`src/sv/cpu_alu_8bit_with_flags_unit_defines.svh`:
```
// Assertion macros shared by the ALU RTL.
// Depends on a clock named clk and an active-high reset named rst in scope.
`ifndef CPU_ALU_8BIT_WITH_FLAGS_UNIT_DEFINES_SVH
`define CPU_ALU_8BIT_WITH_FLAGS_UNIT_DEFINES_SVH

// Check a property on every clock edge outside reset
`define ALU8F_ASSERT(lbl, prop, msg) \
  lbl: assert property (@(posedge clk) disable iff (rst) prop) else $error(msg);

// Check a property on every clock edge, reset included
`define ALU8F_ASSERT_ALWAYS(lbl, prop, msg) \
  lbl: assert property (@(posedge clk) prop) else $error(msg);

`endif

```
`src/sv/alu8f_pkg.sv`:
```
// Shared types and constants for the 8-bit ALU with flags.
// No dependencies.
`default_nettype none

package alu8f_pkg;

  localparam int unsigned ByteW   = 8;
  localparam int unsigned NibbleW = 4;
  localparam int unsigned WordW   = 16;
  localparam int unsigned OpW     = 3;

  // Operation codes
  typedef enum logic [OpW-1:0] {
    OP_ADD = 3'd0,
    OP_ADC = 3'd1,
    OP_SUB = 3'd2,
    OP_SBC = 3'd3,
    OP_AND = 3'd4,
    OP_XOR = 3'd5,
    OP_OR  = 3'd6,
    OP_ADDSP = 3'd7
  } alu8f_op_t;

  // Flag group, zero in the top bit down to carry in the bottom bit
  typedef struct packed {
    logic z;
    logic n;
    logic h;
    logic c;
  } alu8f_flags_t;

  localparam alu8f_flags_t FlagsReset = '{z: 1'b0, n: 1'b0, h: 1'b0, c: 1'b0};

endpackage

`default_nettype wire

```
`src/sv/alu8f_core.sv`:
```
// Combinational datapath of the ALU: result and new flags for one request.
// Depends on alu8f_pkg.
`default_nettype none

module alu8f_core
  import alu8f_pkg::*;
(
  input  wire alu8f_op_t          op,
  input  wire logic [ByteW-1:0]   a,
  input  wire logic [ByteW-1:0]   b,
  input  wire logic [WordW-1:0]   sp,
  input  wire logic               cin,
  output logic      [WordW-1:0]   result,
  output alu8f_flags_t            flags
);

  logic             ci;
  logic [ByteW:0]   sum9;
  logic [NibbleW:0] sum5;
  logic [ByteW:0]   diff9;
  logic [NibbleW:0] diff5;
  logic [WordW-1:0] sp_sum;
  logic [ByteW:0]   sp_low9;
  logic [NibbleW:0] sp_low5;

  // Carry-in only for the with-carry forms
  assign ci = ((op == OP_ADC) || (op == OP_SBC)) ? cin : 1'b0;

  // Add and subtract with their nibble counterparts for half-carry
  assign sum9  = {1'b0, a} + {1'b0, b} + {{ByteW{1'b0}}, ci};
  assign sum5  = {1'b0, a[NibbleW-1:0]} + {1'b0, b[NibbleW-1:0]} + {{NibbleW{1'b0}}, ci};
  assign diff9 = {1'b0, a} - {1'b0, b} - {{ByteW{1'b0}}, ci};
  assign diff5 = {1'b0, a[NibbleW-1:0]} - {1'b0, b[NibbleW-1:0]} - {{NibbleW{1'b0}}, ci};

  // Stack pointer plus sign-extended offset; flags from unsigned low sums
  assign sp_sum  = sp + {{(WordW-ByteW){b[ByteW-1]}}, b};
  assign sp_low9 = {1'b0, b} + {1'b0, sp[ByteW-1:0]};
  assign sp_low5 = {1'b0, b[NibbleW-1:0]} + {1'b0, sp[NibbleW-1:0]};

  // Select result and flags per operation
  always_comb begin
    result = '0;
    flags  = FlagsReset;
    unique case (op)
      OP_ADD, OP_ADC: begin
        result  = {{(WordW-ByteW){1'b0}}, sum9[ByteW-1:0]};
        flags.h = sum5[NibbleW];
        flags.c = sum9[ByteW];
      end
      OP_SUB, OP_SBC: begin
        result  = {{(WordW-ByteW){1'b0}}, diff9[ByteW-1:0]};
        flags.n = 1'b1;
        flags.h = diff5[NibbleW];
        flags.c = diff9[ByteW];
      end
      OP_AND: begin
        result  = {{(WordW-ByteW){1'b0}}, a & b};
        flags.h = 1'b1;
      end
      OP_XOR: begin
        result = {{(WordW-ByteW){1'b0}}, a ^ b};
      end
      OP_OR: begin
        result = {{(WordW-ByteW){1'b0}}, a | b};
      end
      OP_ADDSP: begin
        result  = sp_sum;
        flags.h = sp_low5[NibbleW];
        flags.c = sp_low9[ByteW];
      end
      default: begin
        result = '0;
      end
    endcase
    // Zero flag from the byte result, always cleared by the pointer add
    flags.z = (op != OP_ADDSP) && (result == '0);
  end

endmodule

`default_nettype wire

```
`src/sv/cpu_alu_8bit_with_flags_unit.sv`:
```
// A request passes the input register, then the result register.
// Throughput: one request per cycle while the receiver does not stall,
// kept by the combinational datapath between them and the carry feedback.
// The result register takes a new value while the previous one waits only
// if it is being taken in the same cycle. Reset (rst, synchronous, active
// high) empties both registers and clears the flag register.
`default_nettype none
`include "cpu_alu_8bit_with_flags_unit_defines.svh"

module cpu_alu_8bit_with_flags_unit
  import alu8f_pkg::*;
(
  input  wire logic        clk,
  input  wire logic        rst,
  // tdata: operand_a [7:0], operand_b [15:8], stack_pointer [31:16]
  input  wire logic [31:0] s_axis_tdata,
  // tuser: opcode [2:0]
  input  wire logic [2:0]  s_axis_tuser,
  input  wire logic        s_axis_tvalid,
  output logic             s_axis_tready,
  // tdata: result [15:0], zero_flag [16], subtract_flag [17],
  //        half_carry_flag [18], carry_flag [19], zero pad [23:20]
  output logic [23:0]      m_axis_tdata,
  output logic             m_axis_tvalid,
  input  wire logic        m_axis_tready
);

  // Input register
  logic             s1_valid;
  alu8f_op_t        s1_op;
  logic [ByteW-1:0] s1_a;
  logic [ByteW-1:0] s1_b;
  logic [WordW-1:0] s1_sp;

  // Result register and flag state
  logic [WordW-1:0] out_result;
  alu8f_flags_t     out_flags;
  alu8f_flags_t     flags;

  logic             advance;
  logic [WordW-1:0] core_result;
  alu8f_flags_t     core_flags;

  // Move the staged request to the result register when it is free or draining
  assign advance       = s1_valid && (!m_axis_tvalid || m_axis_tready);
  assign s_axis_tready = !s1_valid || advance;

  alu8f_core u_core (
    .op     (s1_op),
    .a      (s1_a),
    .b      (s1_b),
    .sp     (s1_sp),
    .cin    (flags.c),
    .result (core_result),
    .flags  (core_flags)
  );

  // Control state: valid bits and flag register
  always_ff @(posedge clk) begin
    if (rst) begin
      s1_valid      <= 1'b0;
      m_axis_tvalid <= 1'b0;
      flags         <= FlagsReset;
    end else begin
      if (s_axis_tready) begin
        s1_valid <= s_axis_tvalid;
      end
      if (advance) begin
        m_axis_tvalid <= 1'b1;
        flags         <= core_flags;
      end else if (m_axis_tready) begin
        m_axis_tvalid <= 1'b0;
      end
    end
  end

  // Payload: capture request, then result
  always_ff @(posedge clk) begin
    if (s_axis_tready && s_axis_tvalid) begin
      s1_op <= alu8f_op_t'(s_axis_tuser[OpW-1:0]);
      s1_a  <= s_axis_tdata[ByteW-1:0];
      s1_b  <= s_axis_tdata[2*ByteW-1:ByteW];
      s1_sp <= s_axis_tdata[2*ByteW+WordW-1:2*ByteW];
    end
    if (advance) begin
      out_result <= core_result;
      out_flags  <= core_flags;
    end
  end

  assign m_axis_tdata = {4'b0000, out_flags.c, out_flags.h, out_flags.n, out_flags.z,
                         out_result};

  // Checks
  `ALU8F_ASSERT_ALWAYS(a_reset_empty, rst |=> (!s1_valid && !m_axis_tvalid && flags == FlagsReset), "pipeline not empty after reset")
  `ALU8F_ASSERT(a_advance_shows, advance |=> (m_axis_tvalid && out_flags == flags), "result or flag register missed an update")
  `ALU8F_ASSERT(a_stage_holds, (s1_valid && !advance) |=> (s1_valid && $stable(s1_a) && $stable(s1_sp)), "staged request lost while stalled")
  `ALU8F_ASSERT(a_flags_track, (m_axis_tvalid && !advance) |=> (flags == out_flags), "flag register differs from last result")

endmodule

`default_nettype wire

```
`config.mk`:
```
export PLATFORM = sky130hd
export DESIGN_NAME = cpu_alu_8bit_with_flags_unit
export DESIGN_NICKNAME = d
export VERILOG_FILES = /design/src/sv/alu8f_pkg.sv /design/src/sv/alu8f_core.sv /design/src/sv/cpu_alu_8bit_with_flags_unit.sv
export VERILOG_INCLUDE_DIRS = /design/src /design/src/sv
export SDC_FILE = /design/constraint.sdc
export NUM_CORES = 1
export LEC_CHECK = 0
export ABC_AREA = 1
export BUFFER_PORTS_ARGS = -buffer_cell sky130_fd_sc_hd__buf_2
export CAP_MARGIN = 15
export CORE_UTILIZATION = 40
export CTS_BUF_LIST = sky130_fd_sc_hd__clkbuf_4 sky130_fd_sc_hd__clkbuf_8 sky130_fd_sc_hd__clkbuf_16
export DETAILED_ROUTE_END_ITERATION = 8
export SYNTH_ARGS = -nofsm -noshare
export SYNTH_HDL_FRONTEND = slang
export SYNTH_HIERARCHICAL = 1
export SYNTH_SLANG_ARGS = --single-unit
```
`constraint.sdc`:
```
create_clock -name clk -period 2.8 [get_ports clk]
set_input_delay 0.42 -clock clk [delete_from_list [all_inputs] [get_ports clk]]
set_output_delay 0.42 -clock clk [all_outputs]
set_load 0.02 [all_outputs]
```
# After elaboration in Yosys (flattened, before gate mapping)
# Cells that the tools add are included.
op_classes:
  reduce_logical: 13
  bitwise: 3
  n_eq_ne: 8
  muxes: 7
  addsub: 11
ops:
  columns: ["op", "count"]
  rows:
  - ["$pmux W16 S6", 1]
  - ["$add A8 B8 Y9", 2]
  - ["$add A16 B16 Y16", 1]
  - ["$logic_not A16 Y1", 1]
  - ["$eq A3 B3 Y1 const B", 4]
  - ["$add A4 B4 Y5", 2]
  - ["$add A9 B1 Y9", 1]
  - ["$sub A8 B8 Y9", 1]
  - ["$sub A9 B1 Y9", 1]
  - ["$and A8 B8 Y8", 1]
  - ["$or A8 B8 Y8", 1]
  - ["$xor A8 B8 Y8", 1]
  - ["$eq A3 B2 Y1 const B", 2]
  - ["$add A5 B1 Y5", 1]
  - ["$sub A4 B4 Y5", 1]
  - ["$sub A5 B1 Y5", 1]
  - ["$mux W1", 4]
  - ["$pmux W1 S4", 1]
  - ["$reduce_or A2 Y1", 2]
  - ["$eq A3 B1 Y1 const B", 1]
  - ["$logic_and A1 B1 Y1", 3]
  - ["$logic_not A3 Y1", 1]
  - ["$logic_or A1 B1 Y1", 3]
  - ["$ne A3 B3 Y1 const B", 1]
  - ["other kinds (3)", 4]
word_totals:
  ff_bits: 58
  inputBits: 39
  out_inout_bits: 26

# Longest topological paths before layout
# Gate-level depths: netlist (run 1).
logic_depth:
  ltp_word: 7
  depth_mapped: 19
  mapped_depth_nobuf: 18

# Cells and area by module
# Netlist (run 1), hierarchy kept.
by_module_without_submodules:
  columns: ["module", "instances", "cells_per_inst", "area_per_inst_um2", "seq_area_each_um2"]
  rows:
  - ["alu8f_core", 1, 444, 2419.8, 0.0]
  - ["cpu_alu_8bit_with_flags_unit", 1, 79, 1820.5, 1711.6]

# Least setup slack after synthesis (run 1)
# Ideal clock, no wire load.
synth_path:
  path_kind: "flip-flop to flip-flop"
  startpoint: "register s1_op[2]"
  endpoint: "register out_flags, in the netlist m_axis_tdata[16] (data pin)"
  path_stages_with_launch: 15
  path_slack_ns: 0.259
  setup_time_ns: 0.138
  required_ns: 2.662
  period_less_slack_ns: 2.541
  path_buffers: 1
  arrival_ns: 2.403
  cell_sequence: "edfxtp_1 -> buf_6 -> inv_1 -> nand3_1 -> fa_1 -> inv_1 -> ha_1 -> or2_2 -> nand3_1 -> nand3_1 -> nor2_1 -> nand2_1 -> nor2_1 -> nand3_1 -> nor2_1"
synth_lines:
  columns: ["item", "line_no", "rtl"]
  rows:
  - ["from (decl)", "cpu_alu_8bit_with_flags_unit.sv:30", "alu8f_op_t s1_op;"]
  - ["from (signal assigned)", "cpu_alu_8bit_with_flags_unit.sv:80", "s1_op <= alu8f_op_t'(s_axis_tuser[OpW-1:0]);"]
  - ["to (signal assigned)", "cpu_alu_8bit_with_flags_unit.sv:87", "out_flags <= core_flags;"]
  - ["to (decl)", "cpu_alu_8bit_with_flags_unit.sv:37", "alu8f_flags_t out_flags;"]

==> impl_metrics.json, run 1 <==
{
  "status": "finished, final reports clean",
  "gr-usage-all-layers": 0.1948,
  "critical_path_required_ns": 3.01,
  "cp_cell_sequence": "inv_1 -> fa_1 -> inv_1 -> ha_1 -> or2_2 -> nand3_1 -> nand3_1 -> nor2_1 -> nand2_1 -> nor2_1 -> nand3_1 -> nor2_1",
  "hold_viol": 0,
  "drc": 0,
  "cp_slowest_stage_delay_ns": 0.53,
  "synthTopCellsByArea": "edfxtp_1 (39%), ha_1 (13%), nand2_1 (11%)",
  "p_leak_nw": 2.478,
  "power_density_nw_per_um2": 490.5,
  "placedCellCount": 725,
  "clock_latency_ns": 0.35,
  "grt_pass1_vias": 3572,
  "nets": 689,
  "holdCritStartpoint": "s_axis_tdata[20]",
  "crit_family": "simple AND/OR/NAND/NOR gates",
  "highest-signal-layer": "met4",
  "critPathSlowestCell": "fa_1",
  "yosysUniqueCellTypes": 32,
  "synth_edf_count": 55,
  "die_h_um": 105.0,
  "fin_tns_setup_ns": 0,
  "multiInputGateArea_um2": 2118,
  "cts_hold_buf": 0,
  "drive_gt1_frac": 0.1752,
  "vias": 3602,
  "routed-wl-met2_um": 4625,
  "slew_headroom": 0.6557,
  "timing.rr.end": "m_axis_tdata[16]",
  "reg2reg_from": "s1_b[0]",
  "grt_max_degree": 36,
  "ys_ff_latch": 58,
  "synth_top_area_share": 0.3895,
  "cp.arrival_ns": 2.72,
  "post_synth.cell_area_avg_um2": 8.108,
  "min_path_cells": 1,
  "synthTopCellsByCount": "nand2_1 (129), inv_1 (89), nand3_1 (57)",
  "cts.path.max_buffers": 2,
  "syn2layout_area_growth_pct": 16.20,
  "grt-ovfl-total": 0,
  "wirelength_um": 10070,
  "dp_hpwl_um": 7890,
  "htreeDepth": 3,
  "hold_class": "in2reg",
  "synth-seq-area-share": 0.4037,
  "rsz0062_at_grt": "no",
  "cts.clk_slew.worst_paths_ns": 0.07,
  "max_freq_mhz": 399.5,
  "cp_num_buf_inv": 2,
  "regArea_um2": 1712,
  "synth_top_cell_by_area": "edfxtp_1",
  "coreArea_um2": 10320,
  "min_period_over_period": 0.8941,
  "cts_root_buf": "clkbuf_8",
  "worstSetupPathType": "reg2reg",
  "worstSetupEndpointType": "register",
  "crit_fanout": 4,
  "setup-violations-final": 0,
  "row_count": 37,
  "wl_met3_um": 581,
  "placed_cell_area_um2": 4743,
  "cts_setup_buffers": 0,
  "synthCells": 523,
  "wl_met1_um": 4664,
  "r2r_slack_ns": 0.30,
  "slew_viol_final": 0,
  "cp-start-kind": "register",
  "cts_resized": 0,
  "place_congestion": 0.8807,
  "cts_tree": "yes",
  "synth_most_common_cell": "nand2_1",
  "fin_skew_ns": 0.008697,
  "maxCapViolCount": 0,
  "worst_pin_slew_ns": 0.5152,
  "max-vdd-ir-drop_v": 0.0002662,
  "drt-initial-drc-count": 153,
  "fin_crit_ns": 2.503,
  "clock-sinks": 58,
  "syn_area_um2": 4240,
  "dieArea_um2": 11020,
  "ys_warn_count": 6,
  "die_width_um": 105.0,
  "firstDrtPassIters": 4,
  "routedWlPerCell_um": 13.59,
  "grt_pass1_wl_um": 16480,
  "cts_inserted_buffers": 9,
  "async_flop_share": 0,
  "io_pins": 65,
  "fin_area_um2": 4927,
  "ys.flop_type": "edfxtp_1",
  "r2r_cells": 12,
  "antenna_left": 0,
  "antennaDiodeCount": 0,
  "port_buffers": 60,
  "detail_route.vias_per_cell": 4.861,
  "nFillCells": 1005,
  "instances_no_fill": 741,
  "start_util": 0.4107,
  "antenna_found_initial": 0,
  "holdPathEnd": "s1_sp[4]"
}
-- area by class of cell --
cell class / instances / share of cell area
multi-input combinational: 365 / 0.4299
sequential: 58 / 0.3474
timing repair buffer: 72 / 0.07923
inverter: 94 / 0.07161
tap: 136 / 0.03454
clock buffer: 9 / 0.02514
clock inverter: 7 / 0.01219
-- sequential cells by signal, indices dropped and copies added, names as in the netlist --
signal,count
out_result,16
s1_sp,16
s1_a,8
s1_b,8
m_axis_tdata,4
s1_op,3
flags,1
m_axis_tvalid,1
s1_valid,1
-- logic make-up (layout without fill, tap and decap cells) --
family                     count (synthesis)  in the layout  synth area share
other                                      1              4         0.0008844
DFF                                       58             58            0.4037
AOI/OAI and AO/OA                         46             46           0.05724
xor gates and xnor gates                   3              3          0.006198
adders and majority gates                 50             50            0.1564
and+or+nand+nor                          262            262            0.2753
buffers and inverters                    103            182            0.1003
-- worst max path at each step --
stage                  start               end  slack [ns]  cells past startpoint
CTS                  s1_b[0]  m_axis_tdata[16]        0.28                     12
global placement     s1_b[0]  m_axis_tdata[16]        0.33                     12
detailed placement   s1_b[0]  m_axis_tdata[16]        0.29                     12
floorplan           s1_op[2]  m_axis_tdata[16]        0.26                     14
global route         s1_b[0]  m_axis_tdata[16]        0.13                     12
finish               s1_b[0]  m_axis_tdata[16]        0.30                     12
-- metrics by stage --
step / worst slack [ns] / power (mW) / hold WS, ns / util
after floorplan: 0.2589 / 1.509 / 0.4522 / -
after global placement: 0.3344 / 1.673 / 0.4722 / 0.4595
after detailed placement: 0.2913 / 1.682 / 0.4978 / 0.4595
after CTS: 0.2820 / 2.437 / 0.2234 / 0.4773
after global routing: 0.1325 / 2.562 / 0.2178 / 0.4773
final: 0.2966 / 2.417 / 0.2405 / 0.4773
-- power breakdown --
group / switching [mW] / leakage, nW / internal, mW
clock network: 0.348 / 0.0939 / 0.399
registers: 0.0292 / 0.563 / 1.01
logic: 0.400 / 1.82 / 0.226
-- cell usage in the layout, fill, tap and decap left out --
master	n
a21oi_2	1
o21ai_0	6
o21bai_1	2
nor2_4	2
nor2_2	4
nor2_1	42
nand2_4	1
ha_1	45
o21ai_1	3
nand2_1	129
clkinvlp_4	1
edfxtp_1	55
clkinv_1	3
o22ai_1	1
a211oi_1	1
clkbuf_8	9
nand2_2	3
a21oi_1	31
dfxtp_1	3
o311ai_0	1
or2_2	3
buf_2	60
nand4_1	13
xor2_1	2
bufinv_16	1
buf_4	12
nand3_2	2
inv_1	89
nand3b_1	5
fa_1	5
inv_2	4
nor3_1	1
xnor2_1	1
nand3_1	57
clkinv_2	3
conb_1	4
-- metal layers --
metal | GRT usage | vias to the layer above
li1 | - | 1864
met2 | 0.3269 | 108
met3 | 0.04554 | 17
met4 | 0.07948 | 0
met5 | 0 | -
met1 | 0.2404 | 1613
No activity file was read; power rests on OpenSTA's default activity.
==> run 2, diff against run 1 <==
- SLEW_MARGIN: default -> 0
- SYNTH_HIERARCHICAL: 1 -> default
==> impl_metrics.json, run 2 <==
{
  "grt-ovfl-total": 0,
  "nets": 681,
  "detail_route.vias_per_cell": 4.891,
  "cp-start-kind": "register",
  "place_congestion": 0.9006,
  "grt_max_degree": 36,
  "die_width_um": 104.7,
  "ys.flop_type": "edfxtp_1",
  "cts.path.max_buffers": 2,
  "cts_tree": "yes",
  "port_buffers": 60,
  "synthTopCellsByCount": "nand2_1 (126), inv_1 (87), edfxtp_1 (55)",
  "p_leak_nw": 2.447,
  "grt_pass1_wl_um": 16350,
  "syn2layout_area_growth_pct": 17.22,
  "dp_hpwl_um": 7973,
  "max-vdd-ir-drop_v": 0.0002435,
  "synth_top_cell_by_area": "edfxtp_1",
  "antenna_found_initial": 0,
  "synthCells": 518,
  "critPathSlowestCell": "fa_1",
  "swShare": 0.2937,
  "final_cell_mix": "nand2_1 (126), inv_1 (87), buf_2 (60), edfxtp_1 (55), nand3_1 (50)",
  "io_pins": 65,
  "reg2reg_from": "s1_op[0]",
  "slew_viol_final": 0,
  "synthTopCellsByArea": "edfxtp_1 (39%), ha_1 (13%), nand2_1 (11%)",
  "power_density_nw_per_um2": 524.2,
  "finalPower_mw": 2.594,
  "dp_slack_ns": 0.1389,
  "p_seq_frac": 0.402,
  "holdCritStartpoint": "s_axis_tdata[15]",
  "worst_slack_ns": 0.2949,
  "firstDrtPassIters": 4,
  "ys_ff_latch": 58,
  "antennaDiodeCount": 0,
  "post_synth.cell_area_avg_um2": 8.150,
  "clock_latency_ns": 0.35,
  "fin_tns_setup_ns": 0,
  "die_h_um": 104.7,
  "cp_cell_sequence": "inv_1 -> nor3_2 -> inv_1 -> fa_1 -> inv_1 -> ha_1 -> or2_2 -> nand3_1 -> nand3_1 -> nor2_1 -> nand2_1 -> nor2_1 -> nand3_1 -> nor2_1",
  "grt_pass1_vias": 3445,
  "cp_slowest_stage_delay_ns": 0.50,
  "ys_warn_count": 0,
  "cts_setup_buffers": 0,
  "cts_inserted_buffers": 9,
  "drt-initial-drc-count": 253,
  "cts_root_buf": "clkbuf_8",
  "status": "finished, final reports clean",
  "clockPowerShare": 0.360,
  "crit_path_start": "s1_op[0]",
  "instances_no_fill": 733,
  "drive_gt1_frac": 0.1591,
  "vias": 3585,
  "antenna_left": 0,
  "reg.largest.list": "out_result: 16 flops, s1_sp: 16 flops",
  "placed_cell_area_um2": 4705,
  "placedCellCount": 717,
  "htreeDepth": 3,
  "cts_hold_buf": 0,
  "worst_pin_slew_ns": 0.8498,
  "synth-seq-area-share": 0.4055,
  "worstSetupEndpointType": "register",
  "synth_most_common_cell": "nand2_1",
  "maxCapViolCount": 0,
  "layout_commonest_cell": "nand2_1",
  "combPwrFrac": 0.238,
  "critical_path_required_ns": 3.02,
  "hold_class": "in2reg",
  "fin_crit_ns": 2.505,
  "fin_skew_ns": 0.01073,
  "nFillCells": 1008,
  "max_freq_mhz": 399.2,
  "intPower_mw": 1.832,
  "gr-usage-all-layers": 0.1961,
  "post-route-util": 0.4815,
  "setup-violations-final": 0,
  "cp_num_buf_inv": 3,
  "wirelength_um": 9863,
  "cts_resized": 0,
  "min_period_over_period": 0.8947,
  "drc": 0,
  "cp.arrival_ns": 2.73,
  "crit_fanout": 2,
  "dieArea_um2": 10970,
  "routedWlPerCell_um": 13.46,
  "syn_area_um2": 4222,
  "coreArea_um2": 10280,
  "clock-sinks": 58,
  "p_switching_uw": 761.8,
  "cts.clk_slew.worst_paths_ns": 0.07,
  "worstSetupPathType": "reg2reg",
  "row_count": 37,
  "start_util": 0.4108,
  "slew_headroom": 0.4328,
  "rsz0062_at_grt": "no",
  "crit_family": "simple AND/OR/NAND/NOR gates",
  "synth_top_area_share": 0.3912,
  "hold_viol": 0,
  "holdWs_ns": 0.2377,
  "synth_edf_count": 55,
  "fin_area_um2": 4949,
  "yosysUniqueCellTypes": 31,
  "async_flop_share": 0
}
[run 2: changes by cell type in the layout (fill, tap and decap cells not counted), sizes merged, moves of 2 or more]
| cell | change |
|---|---|
| o21a | +2 |
| or2 | +3 |
| nand4 | +5 |
| nand2 | -7 |
| nand3 | -9 |
| buf | -2 |
| clkinv | -4 |
| nor2 | -2 |
| bufinv | +2 |
| a21oi | -2 |
| inv | -4 |
| nor3 | +7 |
[run 2: layout make-up]
type | count | area (um^2) | area share
Clock buffer | 10 | 131.4 | 0.02655
Clock inverter | 6 | 105.1 | 0.02124
Inverter | 89 | 334.1 | 0.06751
Multi-Input combinational cell | 364 | 2121 | 0.4286
Sequential cell | 58 | 1712 | 0.3459
Tap cell | 136 | 170.2 | 0.03439
Timing Repair Buffer | 70 | 375.4 | 0.07585
[run 2: per-layer routing]
layer	track usage	share of wire	routed length, um	up-vias
li1	-	-	-	1849
met1	0.2636	0.49	4862	1644
met2	0.3061	0.44	4327	80
met3	0.04866	0.053	519	12
met4	0.07042	0.016	153	0
met5	0	0	0	-
[run 2: power groups by stage]
| stage | registers, mW | logic (mW) | clock network [mW] |
|---|---|---|---|
| detailed placement | 1.06 | 0.611 | 0 |
| global route | 1.05 | 0.703 | 0.998 |
| CTS | 1.04 | 0.614 | 0.959 |
| floorplan | 1.08 | 0.418 | 0 |
| finish | 1.04 | 0.617 | 0.934 |
| global placement | 1.06 | 0.604 | 0 |
[run 2: cells by family after synthesis]
kind of cell             count (synthesis)  synth area share
adder cells (fa/ha/maj)                 50            0.1571
buffers and inverters                   99           0.09662
other                                    1         0.0008883
flip-flops                              58            0.4055
XOR/XNOR                                 3          0.006225
AND/OR/NAND/NOR                        259            0.2706
AO/OA/AOI/OAI                           48           0.06313
[run 2: worst reg2reg max path, stage by stage, from the launching register on]
cell and delay, ns:
edfxtp_1 0.34, inv_1 0.06, nor3_2 0.22, inv_1 0.08
fa_1 0.50, inv_1 0.06, ha_1 0.28, or2_2 0.29
nand3_1 0.07, nand3_1 0.08, nor2_1 0.09, nand2_1 0.06
nor2_1 0.09, nand3_1 0.08, nor2_1 0.08
[run 2: path summary, 6_finish.rpt]
| path | slack, ns | depth (start not counted) | endpoint |
|---|---|---|---|
| worst max-delay path | 0.29 | 14 | m_axis_tdata[16] |
| worst min-delay path | 0.24 | 1 | s1_b[7] |
| worst max register to register | 0.29 | 14 | m_axis_tdata[16] |
| worst min register to register | 0.51 | 2 | m_axis_tvalid |
==> run 3, diff against run 2 <==
- CORE_UTILIZATION: 40 -> 38
- RECOVER_POWER: default -> 100
==> impl_metrics.json, run 3 (synthesis gave the netlist of run 2 again) <==
{
  "routedWlPerCell_um": 13.47,
  "timing.rr.end": "m_axis_tdata[16]",
  "r2r_slack_ns": 0.23,
  "cts_root_buf": "clkbuf_8",
  "instances_no_fill": 737,
  "cp_cell_sequence": "nor3_2 -> inv_1 -> fa_1 -> inv_1 -> ha_1 -> or2_2 -> nand3_1 -> nand3_1 -> nor2_1 -> nand2_1 -> nor2_1 -> nand3_1 -> nor2_1",
  "place_congestion": 0.8821,
  "antenna_found_initial": 0,
  "coreArea_um2": 10840,
  "worstSetupEndpointType": "register",
  "antenna_left": 0,
  "holdPathEnd": "s1_sp[13]",
  "grt_max_degree": 36,
  "reg.largest.list": "out_result: 16 flops, s1_sp: 16 flops",
  "min_path_cells": 1,
  "dieArea_um2": 11530,
  "io_pins": 65,
  "drc": 0,
  "p_leak_nw": 2.383,
  "crit_fanout": 2,
  "setup-violations-final": 0,
  "die_h_um": 107.4,
  "die_width_um": 107.4,
  "cp_slowest_stage_delay_ns": 0.50,
  "gr-usage-all-layers": 0.1865,
  "grt_pass1_wl_um": 16280,
  "grt_pass1_vias": 3479,
  "detail_route.vias_per_cell": 4.887,
  "wirelength_um": 9926,
  "maxCapViolCount": 0,
  "hold_viol": 0,
  "nets": 681,
  "cp.arrival_ns": 2.78,
  "worst_pin_slew_ns": 1.240,
  "final_cell_mix": "nand2_1 (126), inv_1 (87), edfxtp_1 (55), nand3_1 (50), nor2_1 (46)",
  "syn2layout_area_growth_pct": 16.39,
  "vias": 3602,
  "rsz0062_at_grt": "no",
  "hold_class": "in2reg",
  "start_util": 0.3894,
  "cts.path.max_buffers": 2,
  "cp-start-kind": "register",
  "crit_family": "simple AND/OR/NAND/NOR gates",
  "critPathSlowestCell": "fa_1",
  "slew_viol_final": 0,
  "fin_skew_ns": 0.007161,
  "multiInputGateArea_um2": 2113,
  "status": "finished, final reports clean",
  "drt-initial-drc-count": 199,
  "cts.clk_slew.worst_paths_ns": 0.07,
  "htreeDepth": 3,
  "dp_hpwl_um": 7906,
  "cts_tree": "yes",
  "power_density_nw_per_um2": 530.3,
  "drive_gt1_frac": 0.1206,
  "clock_latency_ns": 0.35,
  "grt-ovfl-total": 0,
  "clock-sinks": 58,
  "holdCritStartpoint": "s_axis_tdata[29]",
  "critical_path_required_ns": 3.01,
  "worst_slack_ns": 0.2336,
  "placedCellCount": 721,
  "cts_hold_buf": 0,
  "antennaDiodeCount": 0,
  "r2r_cells": 13,
  "max_freq_mhz": 389.7,
  "firstDrtPassIters": 6,
  "port_buffers": 60,
  "row_count": 38,
  "holdWs_ns": 0.2427,
  "post-route-util": 0.4533,
  "fin_crit_ns": 2.566,
  "fin_tns_setup_ns": 0,
  "slew_headroom": 0.1732,
  "regArea_um2": 1712,
  "min_period_over_period": 0.9166,
  "nFillCells": 1087,
  "max-vdd-ir-drop_v": 0.0003546,
  "reg2reg_from": "s1_op[2]",
  "layout_commonest_cell": "nand2_1",
  "cts_inserted_buffers": 9,
  "dp_slack_ns": 0.1634,
  "cp_num_buf_inv": 2,
  "worstSetupPathType": "reg2reg"
}
[run 3: metrics by stage]
stage          power, mW  area, um^2
4_1_cts            2.633        4951
3_3_place_gp       1.663        4710
3_5_place_dp       1.673        4710
2_1_floorplan      1.502        4233
5_1_grt            2.759        4913
6_report           2.606        4913
[run 3: worst reg2reg max path: stages, from the launching register on]
cell      delay, ns
edfxtp_1       0.42
nor3_2         0.22
inv_1          0.08
fa_1           0.50
inv_1          0.06
ha_1           0.28
or2_2          0.29
nand3_1        0.07
nand3_1        0.10
nor2_1         0.11
nand2_1        0.06
nor2_1         0.09
nand3_1        0.07
nor2_1         0.09
[run 3: where the power goes]
group	switching (mW)	leakage (nW)	internal (mW)	total, mW
clock	0.345	0.120	0.610	0.954
combinational	0.394	1.71	0.212	0.606
sequential	0.0286	0.553	1.02	1.05
total	0.767	2.38	1.84	2.61
[run 3: layout make-up]
cell class | instances | area share
clock buffer | 11 | 0.02827
inverter | 89 | 0.06799
multi-input combinational | 364 | 0.4301
timing repair buffer | 70 | 0.06875
tap | 140 | 0.03565
clock inverter | 5 | 0.02088
sequential | 58 | 0.3484
[run 3: what timing repair did]
action,in CTS,in global routing
setup buffers,0,0
resized for setup,0,3
setup endpoints to repair,0,3
[run 3: worst max path at each step]
stage	startpoint	endpoint	slack [ns]	cells after the start
after floorplan	s1_op[2]	m_axis_tdata[16]	0.07	15
after detailed placement	s1_op[2]	m_axis_tdata[16]	0.16	13
after global routing	s1_op[0]	m_axis_tdata[16]	0.001	16
after CTS	s1_op[2]	m_axis_tdata[16]	0.15	13
final	s1_op[2]	m_axis_tdata[16]	0.23	13
after global placement	s1_op[2]	m_axis_tdata[16]	0.24	13
[run 3: layer usage]
layer	vias up	global-route usage	part of all wire
met4	0	0.05382	0.017
li1	1848	-	-
met3	17	0.05206	0.062
met1	1630	0.2436	0.48
met2	107	0.3005	0.44
met5	-	0	0
